<file path="src/rtl/hufhdr_pkg.sv">
// Shared types and constants for the post-order Huffman tree header decoder.
// Used by the front end, back end, top level and checker; depends on nothing.
package hufhdr_pkg;

    localparam int STACK_DEPTH_DEF = 256;
    localparam int NODE_LIMIT_DEF  = 511;
    localparam int SYM_BITS        = 8;
    localparam int BIT_Q_DEPTH     = 4;
    localparam int RES_Q_DEPTH     = 2;

    typedef enum logic [1:0] {
        KIND_LEAF = 2'd0,
        KIND_NODE = 2'd1,
        KIND_DONE = 2'd2,
        KIND_ERR  = 2'd3
    } kind_t;

    typedef logic [8:0] idx_t;
    typedef logic [7:0] sym_t;

    typedef struct packed {
        logic value;
        logic eob;
    } bit_cmd_t;

    typedef struct packed {
        kind_t kind;
        idx_t  node_index;
        sym_t  symbol;
        idx_t  left_index;
        idx_t  right_index;
        logic  last;
    } result_t;

    typedef enum logic {
        BACK_RUN       = 1'b0,
        BACK_NODE_WAIT = 1'b1
    } back_state_t;

endpackage

</file>
<file path="src/rtl/hufhdr_ram.sv">
// Generic single-write, single-read RAM with a registered read port.
// Depends on nothing.
module hufhdr_ram #(
    parameter int WIDTH = 8,
    parameter int DEPTH = 16
) (
    input  logic                     clk,
    input  logic                     we,
    input  logic [$clog2(DEPTH)-1:0] waddr,
    input  logic [WIDTH-1:0]         wdata,
    input  logic [$clog2(DEPTH)-1:0] raddr,
    output logic [WIDTH-1:0]         rdata
);

    logic [WIDTH-1:0] mem [DEPTH];
    logic [WIDTH-1:0] rdata_reg;

    always_ff @(posedge clk)
    begin
        if (we)
        begin
            mem[waddr] <= wdata;
        end
        rdata_reg <= mem[raddr];
    end

    assign rdata = rdata_reg;

endmodule

</file>
<file path="src/rtl/hufhdr_fifo.sv">
// Small register FIFO with a combinational head read.
// Depends on nothing.
module hufhdr_fifo #(
    parameter int WIDTH = 8,
    parameter int DEPTH = 4
) (
    input  logic             clk,
    input  logic             rst_n,
    input  logic             push,
    input  logic [WIDTH-1:0] push_data,
    output logic             full,
    input  logic             pop,
    output logic [WIDTH-1:0] pop_data,
    output logic             empty
);

    localparam int AW = (DEPTH > 1) ? $clog2(DEPTH) : 1;
    localparam int CW = $clog2(DEPTH + 1);

    logic [WIDTH-1:0] data_reg [DEPTH];
    logic [AW-1:0]    wr_reg;
    logic [AW-1:0]    wr_next;
    logic [AW-1:0]    rd_reg;
    logic [AW-1:0]    rd_next;
    logic [CW-1:0]    cnt_reg;
    logic [CW-1:0]    cnt_next;
    logic             do_push;
    logic             do_pop;

    always_comb
    begin
        full     = (cnt_reg == CW'(DEPTH));
        empty    = (cnt_reg == '0);
        do_push  = push && !full;
        do_pop   = pop && !empty;
        pop_data = data_reg[rd_reg];
        wr_next  = wr_reg;
        rd_next  = rd_reg;
        cnt_next = cnt_reg;
        if (do_push)
        begin
            wr_next = (wr_reg == AW'(DEPTH - 1)) ? '0 : wr_reg + AW'(1);
        end
        if (do_pop)
        begin
            rd_next = (rd_reg == AW'(DEPTH - 1)) ? '0 : rd_reg + AW'(1);
        end
        if (do_push && !do_pop)
        begin
            cnt_next = cnt_reg + CW'(1);
        end
        else if (do_pop && !do_push)
        begin
            cnt_next = cnt_reg - CW'(1);
        end
    end

    always_ff @(posedge clk or negedge rst_n)
    begin
        if (!rst_n)
        begin
            wr_reg  <= '0;
            rd_reg  <= '0;
            cnt_reg <= '0;
        end
        else
        begin
            wr_reg  <= wr_next;
            rd_reg  <= rd_next;
            cnt_reg <= cnt_next;
        end
    end

    always_ff @(posedge clk)
    begin
        if (do_push)
        begin
            data_reg[wr_reg] <= push_data;
        end
    end

endmodule

</file>
<file path="src/rtl/hufhdr_front.sv">
// Front end: takes header words and splits each into bit commands, MSB first.
// Depends on hufhdr_pkg.
module hufhdr_front (
    input  logic                clk,
    input  logic                rst_n,
    input  logic                in_valid,
    output logic                in_ready,
    input  logic [7:0]          header_byte,
    output logic                cmd_valid,
    input  logic                cmd_ready,
    output hufhdr_pkg::bit_cmd_t cmd
);

    logic [7:0] byte_reg;
    logic [7:0] byte_next;
    logic [3:0] left_reg;
    logic [3:0] left_next;
    logic       take;

    always_comb
    begin
        cmd_valid = (left_reg != '0);
        cmd.value = byte_reg[7];
        cmd.eob   = (left_reg == 4'd1);
        in_ready  = (left_reg == '0) || ((left_reg == 4'd1) && cmd_ready);
        take      = in_valid && in_ready;
        byte_next = byte_reg;
        left_next = left_reg;
        if (take)
        begin
            byte_next = header_byte;
            left_next = 4'(hufhdr_pkg::SYM_BITS);
        end
        else if (cmd_valid && cmd_ready)
        begin
            byte_next = {byte_reg[6:0], 1'b0};
            left_next = left_reg - 4'd1;
        end
    end

    always_ff @(posedge clk or negedge rst_n)
    begin
        if (!rst_n)
        begin
            left_reg <= '0;
        end
        else
        begin
            left_reg <= left_next;
        end
    end

    always_ff @(posedge clk)
    begin
        byte_reg <= byte_next;
    end

endmodule

</file>
<file path="src/rtl/hufhdr_back.sv">
// Back end: executes bit commands against the node stack and forms result words.
// Depends on hufhdr_pkg and hufhdr_ram.
module hufhdr_back #(
    parameter int STACK_DEPTH = hufhdr_pkg::STACK_DEPTH_DEF,
    parameter int NODE_LIMIT  = hufhdr_pkg::NODE_LIMIT_DEF
) (
    input  logic                 clk,
    input  logic                 rst_n,
    input  logic                 cmd_valid,
    output logic                 cmd_ready,
    input  hufhdr_pkg::bit_cmd_t cmd,
    output logic                 res_valid,
    input  logic                 res_ready,
    output hufhdr_pkg::result_t  res_data
);

    localparam int DW = $clog2(STACK_DEPTH + 1);
    localparam int CW = $clog2(NODE_LIMIT + 1);
    localparam int AW = $clog2(STACK_DEPTH);

    hufhdr_pkg::back_state_t state_reg;
    hufhdr_pkg::back_state_t state_next;
    logic [DW-1:0]           depth_reg;
    logic [DW-1:0]           depth_next;
    logic [CW-1:0]           count_reg;
    logic [CW-1:0]           count_next;
    logic [CW-1:0]           tos_reg;
    logic [CW-1:0]           tos_next;
    logic [7:0]              acc_reg;
    logic [7:0]              acc_next;
    logic [3:0]              pend_reg;
    logic [3:0]              pend_next;
    logic                    drop_reg;
    logic                    drop_next;
    logic                    hold_v_reg;
    logic                    hold_v_next;
    hufhdr_pkg::result_t     hold_reg;
    hufhdr_pkg::result_t     hold_next;

    hufhdr_pkg::result_t     r;
    logic                    r_v;
    logic                    stop;
    logic                    go_wait;
    logic                    take;
    logic                    full_stack;
    logic                    full_nodes;
    logic [7:0]              sym_shift;
    logic                    ram_we;
    logic [AW-1:0]           ram_waddr;
    logic [AW-1:0]           ram_raddr;
    logic [CW-1:0]           ram_rdata;

    hufhdr_ram #(
        .WIDTH(CW),
        .DEPTH(STACK_DEPTH)
    ) u_stack (
        .clk  (clk),
        .we   (ram_we),
        .waddr(ram_waddr),
        .wdata(tos_reg),
        .raddr(ram_raddr),
        .rdata(ram_rdata)
    );

    always_comb
    begin
        state_next  = state_reg;
        depth_next  = depth_reg;
        count_next  = count_reg;
        tos_next    = tos_reg;
        acc_next    = acc_reg;
        pend_next   = pend_reg;
        drop_next   = drop_reg;
        hold_v_next = hold_v_reg;
        hold_next   = hold_reg;
        cmd_ready   = 1'b0;
        res_valid   = 1'b0;
        res_data    = hold_reg;
        ram_we      = 1'b0;
        ram_waddr   = AW'(depth_reg - DW'(1));
        ram_raddr   = AW'(depth_reg - DW'(2));
        r           = '0;
        r_v         = 1'b0;
        stop        = 1'b0;
        go_wait     = 1'b0;
        take        = 1'b0;
        full_stack  = (depth_reg >= DW'(STACK_DEPTH));
        full_nodes  = (count_reg >= CW'(NODE_LIMIT));
        sym_shift   = {acc_reg[6:0], cmd.value};

        // Classify the command at the head of the queue.
        if (state_reg == hufhdr_pkg::BACK_NODE_WAIT)
        begin
            r_v           = 1'b1;
            r.kind        = hufhdr_pkg::KIND_NODE;
            r.node_index  = hufhdr_pkg::idx_t'(count_reg);
            r.left_index  = hufhdr_pkg::idx_t'(ram_rdata);
            r.right_index = hufhdr_pkg::idx_t'(tos_reg);
        end
        else if (pend_reg != '0)
        begin
            if (pend_reg == 4'd1)
            begin
                r_v = 1'b1;
                if (full_stack || full_nodes)
                begin
                    r.kind = hufhdr_pkg::KIND_ERR;
                    stop   = 1'b1;
                end
                else
                begin
                    r.kind       = hufhdr_pkg::KIND_LEAF;
                    r.node_index = hufhdr_pkg::idx_t'(count_reg);
                    r.symbol     = sym_shift;
                end
            end
        end
        else if (!cmd.value)
        begin
            if (depth_reg == '0)
            begin
                r_v    = 1'b1;
                r.kind = hufhdr_pkg::KIND_ERR;
                stop   = 1'b1;
            end
            else if (depth_reg == DW'(1))
            begin
                r_v          = 1'b1;
                r.kind       = hufhdr_pkg::KIND_DONE;
                r.node_index = hufhdr_pkg::idx_t'(tos_reg);
                stop         = 1'b1;
            end
            else if (full_nodes)
            begin
                r_v    = 1'b1;
                r.kind = hufhdr_pkg::KIND_ERR;
                stop   = 1'b1;
            end
            else
            begin
                go_wait = 1'b1;
            end
        end

        // A held word marked last leaves before any further command.
        if (hold_v_reg && hold_reg.last)
        begin
            res_valid = 1'b1;
            if (res_ready)
            begin
                hold_v_next = 1'b0;
            end
        end
        else if (cmd_valid)
        begin
            if (drop_reg)
            begin
                cmd_ready = 1'b1;
                if (cmd.eob)
                begin
                    drop_next      = 1'b0;
                    hold_next.last = 1'b1;
                end
            end
            else if (go_wait)
            begin
                state_next = hufhdr_pkg::BACK_NODE_WAIT;
            end
            else if (r_v)
            begin
                if (!hold_v_reg || res_ready)
                begin
                    cmd_ready      = 1'b1;
                    take           = 1'b1;
                    res_valid      = hold_v_reg;
                    hold_next      = r;
                    hold_next.last = cmd.eob;
                    hold_v_next    = 1'b1;
                end
            end
            else
            begin
                cmd_ready = 1'b1;
                take      = 1'b1;
                if (cmd.eob && hold_v_reg)
                begin
                    hold_next.last = 1'b1;
                end
            end
        end

        // Apply the state change of a consumed command.
        if (take)
        begin
            if (stop)
            begin
                depth_next = '0;
                count_next = '0;
                acc_next   = '0;
                pend_next  = '0;
                drop_next  = !cmd.eob;
            end
            else if (state_reg == hufhdr_pkg::BACK_NODE_WAIT)
            begin
                tos_next   = count_reg;
                count_next = count_reg + CW'(1);
                depth_next = depth_reg - DW'(1);
                state_next = hufhdr_pkg::BACK_RUN;
            end
            else if (pend_reg != '0)
            begin
                acc_next  = sym_shift;
                pend_next = pend_reg - 4'd1;
                if (pend_reg == 4'd1)
                begin
                    ram_we     = (depth_reg != '0);
                    tos_next   = count_reg;
                    count_next = count_reg + CW'(1);
                    depth_next = depth_reg + DW'(1);
                    acc_next   = '0;
                end
            end
            else if (cmd.value)
            begin
                pend_next = 4'(hufhdr_pkg::SYM_BITS);
                acc_next  = '0;
            end
        end
    end

    always_ff @(posedge clk or negedge rst_n)
    begin
        if (!rst_n)
        begin
            state_reg  <= hufhdr_pkg::BACK_RUN;
            depth_reg  <= '0;
            count_reg  <= '0;
            tos_reg    <= '0;
            acc_reg    <= '0;
            pend_reg   <= '0;
            drop_reg   <= 1'b0;
            hold_v_reg <= 1'b0;
            hold_reg   <= '0;
        end
        else
        begin
            state_reg  <= state_next;
            depth_reg  <= depth_next;
            count_reg  <= count_next;
            tos_reg    <= tos_next;
            acc_reg    <= acc_next;
            pend_reg   <= pend_next;
            drop_reg   <= drop_next;
            hold_v_reg <= hold_v_next;
            hold_reg   <= hold_next;
        end
    end

endmodule

</file>
<file path="src/rtl/huffman_bit_header_tree_builder.sv">
// Top level of the post-order Huffman tree header decoder.
// Depends on hufhdr_pkg, hufhdr_fifo, hufhdr_front and hufhdr_back.
//
//   Channel | Handshake           | Payload
//   --------+---------------------+--------------------------------------------
//   input   | in_valid, in_ready  | header_byte
//   output  | out_valid, out_ready| kind, node_index, symbol, left_index,
//           |                     | right_index, last
//
// Each header word is split into eight bits, which enter a four-entry bit
// queue one per cycle while it has room. The back end takes the bits in order;
// an internal node passes through BACK_NODE_WAIT because the left child comes
// from the stack RAM's registered read port, and a word flagged last is
// released before any further bit is taken.
// Reset clears all control state; the stack RAM needs no clearing pass.
// A stalled output fills a two-entry result queue and then holds the back end.
module huffman_bit_header_tree_builder #(
    parameter int STACK_DEPTH = hufhdr_pkg::STACK_DEPTH_DEF,
    parameter int NODE_LIMIT  = hufhdr_pkg::NODE_LIMIT_DEF
) (
    input  logic       clk,
    input  logic       rst_n,
    input  logic       in_valid,
    output logic       in_ready,
    input  logic [7:0] header_byte,
    output logic       out_valid,
    input  logic       out_ready,
    output logic [1:0] kind,
    output logic [8:0] node_index,
    output logic [7:0] symbol,
    output logic [8:0] left_index,
    output logic [8:0] right_index,
    output logic       last
);

    hufhdr_pkg::bit_cmd_t fe_cmd;
    hufhdr_pkg::bit_cmd_t be_cmd;
    hufhdr_pkg::result_t  be_res;
    hufhdr_pkg::result_t  out_res;
    logic                 fe_valid;
    logic                 bq_full;
    logic                 bq_empty;
    logic                 be_cmd_ready;
    logic                 be_res_valid;
    logic                 rq_full;
    logic                 rq_empty;

    hufhdr_front u_front (
        .clk        (clk),
        .rst_n      (rst_n),
        .in_valid   (in_valid),
        .in_ready   (in_ready),
        .header_byte(header_byte),
        .cmd_valid  (fe_valid),
        .cmd_ready  (!bq_full),
        .cmd        (fe_cmd)
    );

    hufhdr_fifo #(
        .WIDTH($bits(hufhdr_pkg::bit_cmd_t)),
        .DEPTH(hufhdr_pkg::BIT_Q_DEPTH)
    ) u_bit_q (
        .clk      (clk),
        .rst_n    (rst_n),
        .push     (fe_valid),
        .push_data(fe_cmd),
        .full     (bq_full),
        .pop      (be_cmd_ready),
        .pop_data (be_cmd),
        .empty    (bq_empty)
    );

    hufhdr_back #(
        .STACK_DEPTH(STACK_DEPTH),
        .NODE_LIMIT (NODE_LIMIT)
    ) u_back (
        .clk      (clk),
        .rst_n    (rst_n),
        .cmd_valid(!bq_empty),
        .cmd_ready(be_cmd_ready),
        .cmd      (be_cmd),
        .res_valid(be_res_valid),
        .res_ready(!rq_full),
        .res_data (be_res)
    );

    hufhdr_fifo #(
        .WIDTH($bits(hufhdr_pkg::result_t)),
        .DEPTH(hufhdr_pkg::RES_Q_DEPTH)
    ) u_res_q (
        .clk      (clk),
        .rst_n    (rst_n),
        .push     (be_res_valid),
        .push_data(be_res),
        .full     (rq_full),
        .pop      (out_ready),
        .pop_data (out_res),
        .empty    (rq_empty)
    );

    assign out_valid   = !rq_empty;
    assign kind        = out_res.kind;
    assign node_index  = out_res.node_index;
    assign symbol      = out_res.symbol;
    assign left_index  = out_res.left_index;
    assign right_index = out_res.right_index;
    assign last        = out_res.last;

    a_word_takes_bits: assert property (@(posedge clk) disable iff (!rst_n)
        in_valid && in_ready |=> !in_ready)
        else $error("front end accepted a word while still splitting one");

    a_err_fields_zero: assert property (@(posedge clk) disable iff (!rst_n)
        out_valid && (kind == hufhdr_pkg::KIND_ERR) |->
            (node_index == '0) && (symbol == '0) && (left_index == '0) &&
            (right_index == '0))
        else $error("error word carries nonzero fields");

    a_children_only_nodes: assert property (@(posedge clk) disable iff (!rst_n)
        out_valid && (kind != hufhdr_pkg::KIND_NODE) |->
            (left_index == '0) && (right_index == '0))
        else $error("child indices on a word that is not an internal node");

    a_no_res_overflow: assert property (@(posedge clk) disable iff (!rst_n)
        be_res_valid && rq_full |=> be_res_valid)
        else $error("back end let go of a result word the queue refused");

endmodule

</file>
<file path="config.mk">
export PLATFORM = sky130hd
export DESIGN_NAME = huffman_bit_header_tree_builder
export DESIGN_NICKNAME = d
export VERILOG_FILES = /design/src/rtl/hufhdr_pkg.sv /design/src/rtl/hufhdr_ram.sv /design/src/rtl/hufhdr_fifo.sv /design/src/rtl/hufhdr_front.sv /design/src/rtl/hufhdr_back.sv /design/src/rtl/huffman_bit_header_tree_builder.sv
export SDC_FILE = /design/constraint.sdc
export NUM_CORES = 2
export LEC_CHECK = 0
export BUFFER_PORTS_ARGS = -buffer_cell sky130_fd_sc_hd__buf_2
export CORE_AREA = 4 4 409 492
export CTS_CLUSTER_SIZE = 14
export DETAILED_ROUTE_END_ITERATION = 7
export DIE_AREA = 0 0 413 496
export PLACE_DENSITY = 0.65
export RECOVER_POWER = 25
export SYNTH_ARGS = -nofsm -noshare
export SYNTH_HDL_FRONTEND = slang
export SYNTH_SLANG_ARGS = --single-unit
</file>
<file path="constraint.sdc">
create_clock -name clk -period 6.3 [get_ports clk]
set_clock_uncertainty 0.05 [all_clocks]
set_input_delay 0.315 -clock clk [delete_from_list [all_inputs] [get_ports clk]]
set_output_delay 0.315 -clock clk [all_outputs]
set_load 0.01 [all_outputs]
</file>
==> metrics <==
max-cap violation count 17; layout cells sized above 1 29.4%; Core Box Area 196,000 um2; total CTS buffers 226; first-pass GRT wire length 345 mm; Post-Syn Instances 4,536; Worst VDD drop 0.644 mV; failing checks capacitance limit, slew limit; vias in the first global route 47,382; worst reg2reg startpoint u_back.depth_reg[1]$_DFFE_PN0P_; status complete, but fails checks; CP arrival 5950 ps; Mapped Area 97,900 um2; Slowest-stage cell, CP nand4_1; Final Hold Vio Count 0; Residual DRC 0; post-synth cell types 73; Worst Hold End u_front.byte_reg[3]$_DFFE_PP_; Power Density 480 nW/um2; Critical Path, Cell by Cell inv_1, ha_1, or3b_1, xnor2_2, buf_4, nand4_1, o22ai_1, nor2_1, and4_1; H-tree depth 4; I/O pins 52; clk sinks 2,499; FF-to-FF End u_back.u_stack.rdata[8]$_DFF_P_; max reg flops 2,304; Fin Hold WS 245 ps; via count 47,633; RSZ-0062 raised after global routing no; worst reg-to-reg setup slack 1040 ps; Syn Area/Cell 21.6 um2; count leader, synth edfxtp_1; main area contributors after synthesis edfxtp_1 73%, mux4_2 16%, dfrtp_1 2.4%; final core occ 56.2%; TritonCTS clock tree done; Critical Path Source Type flop; post-DP HPWL 141 mm; Pre-antenna DRT Iters 8; drt initial violations 5,488; asr flop ratio synth 3.76%; CTS max path bufs 3; Post-synth EDFFs 2,396; Hold Path Origin header_byte[3]; Total Power 0.0529 W; CP peak stage delay 710 ps; Remaining Overflow, GRT 0; hold buffers post-CTS 14; vias per cell 6.22; FP Rows 178; critical path class reg -> reg; WL final 236 mm; Placement Setup Slack 1120 ps; routability cong. 0.855; WL per Instance 30.8 um; Final nets 4,883; P&R area growth vs syn 12.4%; Clock transition at path regs 60 ps; critical path data required time 6990 ps; Commonest cells post-synth 2,396 x edfxtp_1, 695 x mux4_2, 281 x nor3_1; PnR worst setup slack 1040 ps; Synth area leader edfxtp_1; Synth Net Count 4,569; Die H 496 um; main flop type after synthesis edfxtp_1; crit share post-route 83.6%; setup TNS 0 ps; Hold Path Class in -> reg; DIE AREA 205,000 um2; DIE WIDTH 413 um; largest net degree at the start of global routing 170; clock latency at the later pin of the worst-skew pair 880 ps; post-layout minimum cycle time 5260 ps; hold path cells 3; register area share after synthesis 76.1%; LEAKAGE 33.6 nW; worst r2r path cells 9; number of I/O port buffers 51; post_cts resized 0; Antenna Violating Nets Remaining 0; Root Driver clkbuf_16; Slew headroom -178%; Slew Limit Fails 1,564; YS warnings 0; crit end category flop; initial antenna violation count 5; final setup violating endpoints 0; GRT Util Overall 23.3%; Worst Tran Pin Value 4170 ps; top-area cell type share of the netlist area 73.5%; register bit total from synthesis 2,499; CP max FO 33; initial cell density of the core 50.0%; Post-CTS Setup Repair Bufs 0; maximum achievable frequency 190 MHz
[routing by layer]
| metal | GRT usage, % | wire (um) | vias to the layer above |
|---|---|---|---|
| li1 | - | - | 19702 |
| met4 | 7.50 | 7530 | 0 |
| met3 | 4.04 | 18600 | 320 |
| met5 | 0 | 0 | - |
| met2 | 37.5 | 117000 | 2184 |
| met1 | 32.9 | 92900 | 25427 |
[report_power, final]
part	leakage [nW]	switching, W	internal, W
combinational	7.92	0.0119	0.00719
sequential	22.2	0.000650	0.0197
clock	3.51	0.00590	0.00753
total	33.6	0.0185	0.0344
[how the worst max path moves through the flow]
stage	endpoint	depth (start not counted)	slack [ps]	from
detailed placement	u_back.u_stack.mem[255][1]$_DFFE_PP_	9	1120	u_back.depth_reg[1]$_DFFE_PN0P_
finish	u_back.u_stack.rdata[8]$_DFF_P_	9	1040	u_back.depth_reg[1]$_DFFE_PN0P_
global route	u_back.u_stack.mem[148][3]$_DFFE_PP_	1	650	u_back.tos_reg[3]$_DFFE_PN0P_
floorplan	u_res_q.data_reg[0][0]$_DFFE_PP_	12	910	u_back.depth_reg[0]$_DFFE_PN0P_
CTS	u_back.u_stack.rdata[8]$_DFF_P_	9	1090	u_back.depth_reg[1]$_DFFE_PN0P_
global placement	u_back.u_stack.rdata[8]$_DFF_P_	9	1190	u_back.depth_reg[1]$_DFFE_PN0P_
[metrics by stage]
stage / cells / instance area [um2]
2_1_floorplan: 4536 / 97900
3_3_place_gp: 7211 / 103000
3_5_place_dp: 7212 / 103000
4_1_cts: 7645 / 110000
5_1_grt: 7656 / 110000
6_report: 7658 / 110000
[layout by cell type (no fill, tap or decap), types with 21 or more instances in the layout]
master,netlist,layout
a22o_1,24,24
nor3_1,281,270
clkbuf_1,121,71
nand2_1,210,201
clkinv_1,0,51
nand3_1,28,27
nor3_2,10,21
mux4_2,695,695
nor2_1,72,72
clkbuf_16,0,231
clkinv_2,0,35
a2111oi_0,21,21
edfxtp_1,2396,2396
dfrtp_1,94,91
buf_4,15,282
mux2_2,52,52
nand4_1,39,39
buf_2,125,53
o21ai_0,27,27
[cell type report]
cell class | count | area (um2)
clock inverters | 119 | 1100
diodes | 7 | 17.5
repair buffers | 378 | 2890
clock buffers | 300 | 6100
multi-input cells | 1733 | 22200
fillers | 14330 | 85900
well taps | 2610 | 3270
inverters | 12 | 45.0
flip-flops and latches | 2499 | 74500
[critical path: cells and delay by family (launching register included)]
family | cells | cell delay, ps
compound gates | 1 | 570
xor+xnor | 1 | 650
buf+inv | 2 | 910
fa+ha+maj | 1 | 430
simple gates | 4 | 1830
flops | 1 | 680
[logic make-up (layout without fill, tap and decap cells)]
| family | after synthesis | in the layout | synth area share [%] |
|---|---|---|---|
| mux | 764 | 764 | 16.8 |
| other cells | 0 | 7 | 0 |
| simple gates | 736 | 736 | 3.72 |
| buf+inv | 304 | 809 | 1.48 |
| flops | 2499 | 2499 | 76.1 |
| compound gates | 184 | 184 | 1.44 |
| fa+ha+maj | 21 | 21 | 0.276 |
| xor+xnor | 28 | 28 | 0.258 |
Power figures use the tool's default switching activity.
